===== config.mk =====
export PLATFORM = sky130hd
export DESIGN_NAME = decimal_ascii_to_fixed
export DESIGN_NICKNAME = d
export VERILOG_FILES = /design/src/hw/rtl/d2fx_pkg.sv /design/src/hw/rtl/d2fx_ctrl.sv /design/src/hw/rtl/d2fx_dp.sv /design/src/hw/rtl/decimal_ascii_to_fixed.sv
export SDC_FILE = /design/constraint.sdc
export NUM_CORES = 1
export LEC_CHECK = 0
export ABC_CLOCK_PERIOD_IN_PS = 4200
export BUFFER_PORTS_ARGS = -buffer_cell sky130_fd_sc_hd__clkbuf_2
export CAP_MARGIN = 30
export CORE_MARGIN = 1
export CORE_UTILIZATION = 57
export CTS_BUF_LIST = sky130_fd_sc_hd__clkbuf_16
export DETAILED_ROUTE_END_ITERATION = 8
export PLACE_DENSITY = 0.88
export RECOVER_POWER = 100
export SLEW_MARGIN = 20
export SYNTH_ARGS = -nofsm -noshare
export SYNTH_HDL_FRONTEND = slang
export SYNTH_HIERARCHICAL = 1
export SYNTH_SLANG_ARGS = --single-unit

===== constraint.sdc =====
create_clock -name clk -period 4.2 [get_ports clk]
set_input_delay 0.42 -clock clk [delete_from_list [all_inputs] [get_ports clk]]
set_output_delay 0.42 -clock clk [all_outputs]
set_load 0.01 [all_outputs]

===== src/hw/rtl/d2fx_pkg.sv =====
// ----------------------------------------------------------------------------
// d2fx_pkg
// Shared constants, types and tables for the ASCII decimal to fixed-point
// converter.
// ----------------------------------------------------------------------------
package d2fx_pkg;

	localparam int FRAC_BITS       = 16;
	localparam int MAX_FRAC_DIGITS = 9;
	localparam int INT_BITS        = 31;

	localparam int CHAR_W  = 8;
	localparam int VALUE_W = 48;
	localparam int FSUM_W  = 30;
	localparam int FCNT_W  = 4;
	localparam int REM_W   = FSUM_W + 1;
	localparam int MAG_W   = INT_BITS + FRAC_BITS;
	localparam int DCNT_W  = $clog2(FRAC_BITS);

	localparam logic [CHAR_W-1:0] CH_NUL   = 8'h00;
	localparam logic [CHAR_W-1:0] CH_MINUS = 8'h2D;
	localparam logic [CHAR_W-1:0] CH_POINT = 8'h2E;
	localparam logic [CHAR_W-1:0] CH_ZERO  = 8'h30;
	localparam logic [CHAR_W-1:0] CH_NINE  = 8'h39;

	localparam logic [63:0] VALUE_MAX_MAG = 64'h0000_7FFF_FFFF_FFFF;
	localparam logic [DCNT_W-1:0] DIV_LAST = DCNT_W'(FRAC_BITS - 1);

	typedef struct packed {
		logic char_step;
		logic load;
		logic div_step;
		logic out_load;
	} d2fx_cmd_t;

	typedef struct packed {
		logic is_nul;
	} d2fx_status_t;

	function automatic logic [FSUM_W-1:0] pow_ten(input logic [FCNT_W-1:0] n);
		logic [FSUM_W-1:0] p;
		unique case (n)
			4'd0:    p = FSUM_W'(1);
			4'd1:    p = FSUM_W'(10);
			4'd2:    p = FSUM_W'(100);
			4'd3:    p = FSUM_W'(1000);
			4'd4:    p = FSUM_W'(10000);
			4'd5:    p = FSUM_W'(100000);
			4'd6:    p = FSUM_W'(1000000);
			4'd7:    p = FSUM_W'(10000000);
			4'd8:    p = FSUM_W'(100000000);
			4'd9:    p = FSUM_W'(1000000000);
			default: p = FSUM_W'(1);
		endcase
		return p;
	endfunction

endpackage


===== src/hw/rtl/d2fx_ctrl.sv =====
// ----------------------------------------------------------------------------
// d2fx_ctrl
// Controller: character handshake, fraction divide sequencing and result
// word handoff.
// ----------------------------------------------------------------------------
module d2fx_ctrl (
	input  logic                  clk,
	input  logic                  arst_n,
	input  logic                  char_valid,
	output logic                  char_stall,
	output logic                  result_valid,
	input  logic                  result_stall,
	input  d2fx_pkg::d2fx_status_t status,
	output d2fx_pkg::d2fx_cmd_t    cmd
);
	import d2fx_pkg::*;

	typedef enum logic [1:0] {
		ST_IDLE,
		ST_DIV,
		ST_FIN
	} state_t;

	state_t              state_q;
	logic [DCNT_W-1:0]   dcnt_q;
	logic                rvalid_q;
	logic                accept;
	logic                out_free;

	assign char_stall   = (state_q != ST_IDLE);
	assign result_valid = rvalid_q;
	assign accept       = char_valid && !char_stall;
	assign out_free     = !rvalid_q || !result_stall;

	always_comb begin
		cmd.char_step = accept && !status.is_nul;
		cmd.load      = accept && status.is_nul;
		cmd.div_step  = (state_q == ST_DIV);
		cmd.out_load  = (state_q == ST_FIN) && out_free;
	end

	always_ff @(posedge clk or negedge arst_n) begin
		if (!arst_n) begin
			state_q  <= ST_IDLE;
			dcnt_q   <= '0;
			rvalid_q <= 1'b0;
		end else begin
			if (cmd.out_load)
				rvalid_q <= 1'b1;
			else if (rvalid_q && !result_stall)
				rvalid_q <= 1'b0;
			unique case (state_q)
				ST_IDLE: begin
					if (cmd.load) begin
						state_q <= ST_DIV;
						dcnt_q  <= '0;
					end
				end
				ST_DIV: begin
					dcnt_q <= dcnt_q + 1'b1;
					if (dcnt_q == DIV_LAST)
						state_q <= ST_FIN;
				end
				ST_FIN: begin
					if (out_free)
						state_q <= ST_IDLE;
				end
				default: state_q <= ST_IDLE;
			endcase
		end
	end

endmodule


===== src/hw/rtl/d2fx_dp.sv =====
// ----------------------------------------------------------------------------
// d2fx_dp
// Datapath: digit accumulation, restoring fraction divider, result
// assembly and output register.
// ----------------------------------------------------------------------------
module d2fx_dp (
	input  logic                          clk,
	input  logic                          arst_n,
	input  logic [d2fx_pkg::CHAR_W-1:0]   character,
	input  d2fx_pkg::d2fx_cmd_t           cmd,
	output d2fx_pkg::d2fx_status_t        status,
	output logic signed [d2fx_pkg::VALUE_W-1:0] value,
	output logic                          invalid,
	output logic                          saturated
);
	import d2fx_pkg::*;

	// parser state
	logic [INT_BITS-1:0]  isum_q;
	logic [FSUM_W-1:0]    fsum_q;
	logic [FCNT_W-1:0]    fcnt_q;
	logic                 point_q;
	logic                 neg_q;
	logic                 first_q;
	logic                 bad_q;
	logic                 clamp_q;

	// divide and snapshot
	logic [REM_W-1:0]     rem_q;
	logic [FSUM_W-1:0]    dvsr_q;
	logic [FRAC_BITS-1:0] quo_q;
	logic [INT_BITS-1:0]  int_q;
	logic                 sneg_q;
	logic                 sbad_q;
	logic                 sclamp_q;

	// result word
	logic [VALUE_W-1:0]   value_q;
	logic                 invalid_q;
	logic                 saturated_q;

	logic                 is_digit;
	logic [3:0]           digit;
	logic [INT_BITS+3:0]  int_next;
	logic [INT_BITS+3:0]  int_limit;
	logic [FSUM_W-1:0]    frac_next;
	logic [REM_W-1:0]     rem_dbl;
	logic                 rem_ge;
	logic [MAG_W-1:0]     mag;
	logic [63:0]          mag_ext;
	logic [VALUE_W-1:0]   mag_clip;
	logic                 out_clip;

	assign status.is_nul = (character == CH_NUL);
	assign is_digit      = (character >= CH_ZERO) && (character <= CH_NINE);
	assign digit         = 4'(character - CH_ZERO);
	assign int_next      = (INT_BITS+4)'(isum_q) * (INT_BITS+4)'(10)
	                       + (INT_BITS+4)'(digit);
	assign int_limit     = (INT_BITS+4)'({INT_BITS{1'b1}});
	assign frac_next     = FSUM_W'(fsum_q * FSUM_W'(10) + FSUM_W'(digit));

	assign rem_dbl = {rem_q[REM_W-2:0], 1'b0};
	assign rem_ge  = (rem_dbl >= REM_W'(dvsr_q));

	assign mag      = {int_q, quo_q};
	assign mag_ext  = 64'(mag);
	assign out_clip = (mag_ext > VALUE_MAX_MAG);
	assign mag_clip = out_clip ? VALUE_W'(VALUE_MAX_MAG) : VALUE_W'(mag_ext);

	always_ff @(posedge clk or negedge arst_n) begin
		if (!arst_n) begin
			isum_q  <= '0;
			fsum_q  <= '0;
			fcnt_q  <= '0;
			point_q <= 1'b0;
			neg_q   <= 1'b0;
			first_q <= 1'b1;
			bad_q   <= 1'b0;
			clamp_q <= 1'b0;
		end else if (cmd.load) begin
			isum_q  <= '0;
			fsum_q  <= '0;
			fcnt_q  <= '0;
			point_q <= 1'b0;
			neg_q   <= 1'b0;
			first_q <= 1'b1;
			bad_q   <= 1'b0;
			clamp_q <= 1'b0;
		end else if (cmd.char_step) begin
			first_q <= 1'b0;
			if (!bad_q) begin
				priority if (is_digit) begin
					if (point_q) begin
						if (fcnt_q < FCNT_W'(MAX_FRAC_DIGITS)) begin
							fsum_q <= frac_next;
							fcnt_q <= fcnt_q + 1'b1;
						end
					end else if (int_next > int_limit) begin
						isum_q  <= {INT_BITS{1'b1}};
						clamp_q <= 1'b1;
					end else begin
						isum_q <= INT_BITS'(int_next);
					end
				end else if (character == CH_POINT) begin
					if (point_q)
						bad_q <= 1'b1;
					else
						point_q <= 1'b1;
				end else if (character == CH_MINUS && first_q) begin
					neg_q <= 1'b1;
				end else begin
					bad_q <= 1'b1;
				end
			end
		end
	end

	always_ff @(posedge clk) begin
		if (cmd.load) begin
			rem_q    <= REM_W'(fsum_q);
			dvsr_q   <= pow_ten(fcnt_q);
			quo_q    <= '0;
			int_q    <= isum_q;
			sneg_q   <= neg_q;
			sbad_q   <= bad_q;
			sclamp_q <= clamp_q;
		end else if (cmd.div_step) begin
			rem_q <= rem_ge ? (rem_dbl - REM_W'(dvsr_q)) : rem_dbl;
			quo_q <= {quo_q[FRAC_BITS-2:0], rem_ge};
		end
		if (cmd.out_load) begin
			if (sbad_q) begin
				value_q     <= '0;
				invalid_q   <= 1'b1;
				saturated_q <= 1'b0;
			end else begin
				value_q     <= sneg_q ? (VALUE_W'(0) - mag_clip) : mag_clip;
				invalid_q   <= 1'b0;
				saturated_q <= sclamp_q || out_clip;
			end
		end
	end

	assign value     = signed'(value_q);
	assign invalid   = invalid_q;
	assign saturated = saturated_q;

endmodule


===== src/hw/rtl/decimal_ascii_to_fixed.sv =====
// ----------------------------------------------------------------------------
// decimal_ascii_to_fixed
// Streaming ASCII decimal string to signed fixed-point converter.
// ----------------------------------------------------------------------------
// Digits, sign and point characters: one per cycle, back to back.
// NUL terminator: restoring fraction divide (one quotient bit per cycle),
// then the result word and result_valid are registered once the output
// register is free. Character input stalls through the divide and the
// result load, longer while the previous result word is still held.
// Reset (arst_n low, async) clears the parser and drops result_valid.
module decimal_ascii_to_fixed (
	input  logic                                clk,
	input  logic                                arst_n,
	input  logic                                char_valid,
	output logic                                char_stall,
	input  logic [d2fx_pkg::CHAR_W-1:0]         character,
	output logic                                result_valid,
	input  logic                                result_stall,
	output logic signed [d2fx_pkg::VALUE_W-1:0] value,
	output logic                                invalid,
	output logic                                saturated
);
	import d2fx_pkg::*;

	d2fx_cmd_t    cmd;
	d2fx_status_t status;

	d2fx_ctrl u_ctrl (
		.clk          (clk),
		.arst_n       (arst_n),
		.char_valid   (char_valid),
		.char_stall   (char_stall),
		.result_valid (result_valid),
		.result_stall (result_stall),
		.status       (status),
		.cmd          (cmd)
	);

	d2fx_dp u_dp (
		.clk       (clk),
		.arst_n    (arst_n),
		.character (character),
		.cmd       (cmd),
		.status    (status),
		.value     (value),
		.invalid   (invalid),
		.saturated (saturated)
	);

endmodule


* Word level (Yosys, flattened, before mapping)
Memory sizes are Yosys's and may differ from the RTL's. A register that Yosys moved wholly into a read port is not among the register bits.
Cells that the tools add are included.
** Cells by class
- Mux-type cells :: 58
- Equal/unequal tests :: 12
- Order comparisons :: 6
- Reductions and logical operators :: 33
- Multiply operators :: 2
- Add/sub/neg operators :: 7
** Operator list (number)
- 2-to-1 mux 30 bit :: 9
- 2-to-1 mux 31 bit :: 6
- 2-to-1 mux 48 bit :: 1
- subtractor 1 x 48 -> 48 bit (first input constant) :: 1
- greater-than comparator 47 bit (second input constant) :: 1
- 2-to-1 mux 47 bit :: 1
- adder 35 x 4 -> 35 bit :: 1
- greater-than comparator 35 x 31 -> 1 bit (second input constant) :: 1
- multiplier 31 x 3 -> 34 bit (second input constant) :: 1
- greater-or-equal comparator 31 x 30 -> 1 bit :: 1
- adder 30 x 4 -> 30 bit :: 1
- multiplier 30 x 3 -> 29 bit (second input constant) :: 1
- subtractor 30 bit :: 1
- 2-to-1 mux 1 bit :: 29
- 2-to-1 mux 4 bit :: 7
- nonzero test 2 bit :: 11
- == test 8 x 6 -> 1 bit (second input constant) :: 2
- AND reduction 5 bit :: 3
- inequality test 2 bit (second input constant) :: 5
- adder 4 x 1 -> 4 bit (second input constant) :: 2
- greater-or-equal comparator 8 x 6 -> 1 bit (second input constant) :: 1
- less-or-equal comparator 8 x 6 -> 1 bit (second input constant) :: 1
- logical NOT 8 bit :: 1
- case mux 4 bit (2 select lines) :: 1
- 15 further kinds :: 29
** Word-level totals
- Bits of input ports :: 12
- Memories :: 1
- Register bits :: 207
- ROM bits :: 480
- Logic and storage cells :: 139
** Memories
- (name not given) :: words 16, bits a word 30, read ports 1, clocked after Yosys merged registers in 1, write ports 0, line d2fx_pkg.sv:42 : unique case (n)

* Depth between registers and ports, before layout
- Depth in word-level cells :: 9
- Gate-level depth with buffers :: 16
- Gate-level depth less buffers :: 15

* Modules after synthesis
Netlist, hierarchy kept.
** By module, submodules not included
- d2fx_dp :: area an instance 16216.8 um2, seq. area each 6187.2 um2, times used 1, cells each 1691
- d2fx_ctrl :: area an instance 342.8 um2, seq. area each 175.2 um2, times used 1, cells each 34

* Worst setup path after synthesis
No wires, ideal clock.
- Path kind :: register -> register
- Start point :: reg u_dp.isum_q[1]
- End point :: reg u_dp.isum_q[29]
- Arrival :: 4.270 ns
- Data required time :: 4.063 ns
- Path slack :: -0.208 ns
- Period minus slack after synthesis :: 4.408 ns
- Library setup time :: 0.137 ns
- Buffers on the path :: 1
- Cell stages (with the launch flop) :: 16
- Path through :: dfrtp_1 ha_1 ha_1 fa_1 a211oi_1 o21a_1 or3b_4 o211ai_1 nand4b_2 nor4_4 nand4_4 nor4_2 mux2_2 nor3_2 buf_6 a311oi_2
** On the way
- Word-level cells in the longest chain between the ends :: 9
** Ends and longest elaborated chain
- start, declared :: line d2fx_dp.sv:19 : logic [INT_BITS-1:0] isum_q;
- start signal, assigned :: line d2fx_dp.sv:99 : isum_q <= {INT_BITS{1'b1}};
- start signal, assigned :: line d2fx_dp.sv:102 : isum_q <= INT_BITS'(int_next);
- multiplier 31 x 3 -> 34 bit * :: line d2fx_dp.sv:57 : assign int_next = (INT_BITS+4)'(isum_q) * (INT_BITS+4)'(10)
- adder 35 x 4 -> 35 bit * :: line d2fx_dp.sv:58 : + (INT_BITS+4)'(digit);
- greater-than comparator 35 x 31 -> 1 bit :: line d2fx_dp.sv:98 : end else if (int_next > int_limit) begin
- 2-to-1 mux 31 bit * :: line d2fx_dp.sv:98
- 2-to-1 mux 31 bit * :: line d2fx_dp.sv:93 : if (point_q) begin
- 2-to-1 mux 31 bit * :: line d2fx_dp.sv:92 : priority if (is_digit) begin
- 2-to-1 mux 31 bit * :: line d2fx_dp.sv:91 : if (!bad_q) begin
- 2-to-1 mux 31 bit * :: line d2fx_dp.sv:89 : end else if (cmd.char_step) begin
- 2-to-1 mux 31 bit * :: line d2fx_dp.sv:80 : end else if (cmd.load) begin
Every way passes the cells marked *; elsewhere a longest branch is shown, timed or not. The select of a mux whose other input is x is not followed.
A chain may end at the register's enable or synchronous reset.

* Final worst setup path
- Start point :: reg u_dp.isum_q[1]
- End point :: reg u_dp.isum_q[9]
Same word-level chain as after synthesis.

==> run_results.csv <==
group,metric,value,unit
status,outcome,"finished with violations",
status,violations,"max-capacitance violations, max-slew violations, negative setup slack",
layout,drive_gt1_share,12.22,%
global_route,grt_max_degree,89,
timing,worst_slack,-98.51,ps
timing,post-route-period-util,102.3,%
routing,postRouteAntennaNets,0,
layout,multi_input_area,0.01011,sq mm
timing,finalSetupViolCount,28,
pwr,p_total,0.005319,W
timing,final_max_slew_viol_count,25,
place,io_buffers,63,
critical_path,end_kind,"flip-flop",
clock_tree,clock-sinks,230,
timing,slew_headroom,-36.47,%
floorplan,die_h,172.4,um
floorplan,rows,62,
timing,rsz0062_at_grt,"true",
global_route,overflow,0,
timing,worst_pin_slew,2047,ps
timing,max_freq,0.2326,GHz
timing,period_needed,4299,ps
routing,dr.pass1.iters,6,
layout,layout_common_cells,"nor2_1, nand2_1, ha_1, edfxtp_1, a21oi_1",
logic_synthesis,synthCells,1725,
logic_synthesis,synth_flop_cell,"edfxtp_1",
global_route,first_global_vias,13230,
layout,stdcell_count,2234,
clock_tree,cts_tree,"built",
routing,vias,14130,
layout,final_util,66.15,%
place,dp_hpwl,29230,um
logic_synthesis,synth_seq_area_share,38.42,%
logic_synthesis,synth_area,0.01656,sq mm
floorplan,start_util,57.85,%
layout,mostFrequentLayoutCell,"nor2_1",
place,dp.cells,2170,
logic_synthesis,synth_nets,1896,
layout,layout.nets,2003,
min_path,hp-class,"input port to flip-flop",
clock_tree,numCtsBuffers,24,
layout,ff_latch_area,0.006362,sq mm
logic_synthesis,synth_cell_types,83,
routing,wire_per_inst,18.89,um
global_route,track_usage,27.22,%
critical_path,cp_max_fo,7,
timing,finalSetupTns,-1989,ps
global_route,grt_pass1_wl,65140,um
timing,hold_viol_final,0,
logic_synthesis,synth_edf_count,137,
critical_path,cp.arrival,4700,ps
clock_tree,h-tree-depth,1,
clock_tree,cts-root-buf,"clkbuf_16",
floorplan,die_w,172.4,um
critical_path,crit_type,"flip-flop to flip-flop",
flow_run,drv_cap,2,
routing,drc,0,
layout,antenna_cells,0,
critical_path,crit_required,4600,ps
floorplan,core,0.02863,sq mm
place,dpl_cell_area,0.01763,sq mm
clock_tree,clk_latency,550,ps
routing,routed_via_density,6.326,
clock_tree,path_clk_slew,60,ps
global_route,antenna_found_initial,0,
pwr,p_leak,8.029,nW
layout,design_area,0.01894,sq mm
floorplan,ios,64,
logic_synthesis,synth_seq_cells,230,
layout,area_growth,14.35,%
pwr,ir_worst_vdd,0.2926,mV
layout,nFillCells,2021,
pwr,cellPowerDensity,280.9,mW/mm^2
routing,wirelength,42200,um
logic_synthesis,ys_warn_count,6,
logic_synthesis,synthArstFlopShare,33.48,%
logic_synthesis,syn_area_per_cell,9.600,sq um
floorplan,fp.dieArea,0.02974,sq mm
critical_path,critPathLaunchType,"flip-flop",
place,place.gp.congestion,0.9248,
routing,drtIter0Drc,1544,
timing,fin_skew,34.92,ps
clock_tree,clockBufferDepth,3,
[layer usage]
metal	routed length, um	GRT usage, %	vias up
li1	-	-	6578
met1	17190	35.21	6792
met2	20940	47.44	639
met3	2716	2.380	123
met4	1358	9.965	0
met5	0	0	-
[layout make-up]
cell class,count,area share (%)
clock inverters,19,0.8590
flip-flops and latches,230,33.60
inverters,65,1.288
well taps,384,2.537
repair buffers,144,5.028
multi-input cells,1367,53.38
clock buffers,25,3.304
[state kept, by name (all words and copies together), names as in the netlist, 2 cells and up]
signal,cells
u_dp/value,48
u_dp/fcnt_q,4
u_dp/dvsr_q,23
u_dp/isum_q,31
u_dp/rem_q,30
u_dp/quo_q,16
u_dp/int_q,31
u_dp/fsum_q,30
u_ctrl/dcnt_q,4
u_ctrl/state_q,2
[kinds of logic after synthesis]
| group | share of synthesized area [%] |
|---|---|
| simple gates | 18.25 |
| buf+inv | 3.060 |
| fa+ha+maj | 12.24 |
| mux | 1.957 |
| xor+xnor | 8.357 |
| compound gates | 17.72 |
| flops | 38.42 |
[through the flow]
| stage | hold WS [ps] | setup WS [ps] |
|---|---|---|
| 2_1_floorplan | 124.4 | 5.981 |
| 3_3_place_gp | 438.4 | -12.60 |
| 3_5_place_dp | 438.3 | -113.1 |
| 4_1_cts | 66.49 | -24.96 |
| 5_1_grt | 141.1 | -186.0 |
| 6_report | 135.7 | -98.51 |
[worst paths after layout]
path | from | endpoint | slack [ps] | depth (start not counted)
setup reg to reg | u_dp/isum_q[1] | u_dp/isum_q[9] | -100 | 17
hold / removal | result_stall | u_ctrl/result_valid | 140 | 3
hold reg to reg | u_dp/neg_q | u_dp/sneg_q | 450 | 0
max in group asynchronous | arst_n | u_dp/fsum_q[24] | 1530 | 3
min in group asynchronous | arst_n | u_dp/isum_q[13] | 630 | 2
setup / recovery | u_dp/isum_q[1] | u_dp/isum_q[9] | -100 | 17
[power breakdown]
part	internal (W)	switching [W]
logic	0.000264	0.000332
registers	0.00250	0.000129
clock network	0.00121	0.000888
[worst max-delay path, cell delays in order, from the launching register on]
cell and delay [ps]:
dfrtp_1 420, ha_1 330, ha_2 230, fa_2 370
a211oi_2 290, o21a_1 230, buf_4 150, nor4b_2 40
o21ai_1 250, o21ai_1 120, xor2_1 200, nand4b_1 190
nor4_4 330, mux2_4 350, nor3_4 260, buf_12 170
buf_12 140, a211oi_2 70
[Yosys cell counts (all sizes together), types with 30 or more instances]
master / n / share of area [%]
a211oi: 59 / 3.6
a21o: 36 / 1.6
a21oi: 100 / 3.0
clkbuf: 54 / 1.2
dfrtp: 76 / 11
edfxtp: 137 / 25
ha: 154 / 12
inv: 65 / 1.5
nand2: 147 / 3.3
nor2: 192 / 4.4
nor2b: 30 / 1.1
nor3: 40 / 1.2
o21ai: 62 / 1.9
xnor2: 67 / 3.5
xor2: 91 / 4.8
[what timing repair did]
| action | CTS | global route |
|---|---|---|
| pin swaps | 3 | 19 |
| gates cloned | 1 | 2 |
| hold buffers | 0 | 1 |
| hold endpoints to repair | 0 | 17 |
| buffers inserted | 1 | 13 |
| endpoints found under the setup margin | 33 | 45 |
| resized for setup | 10 | 63 |
Power figures use the tool's default switching activity.
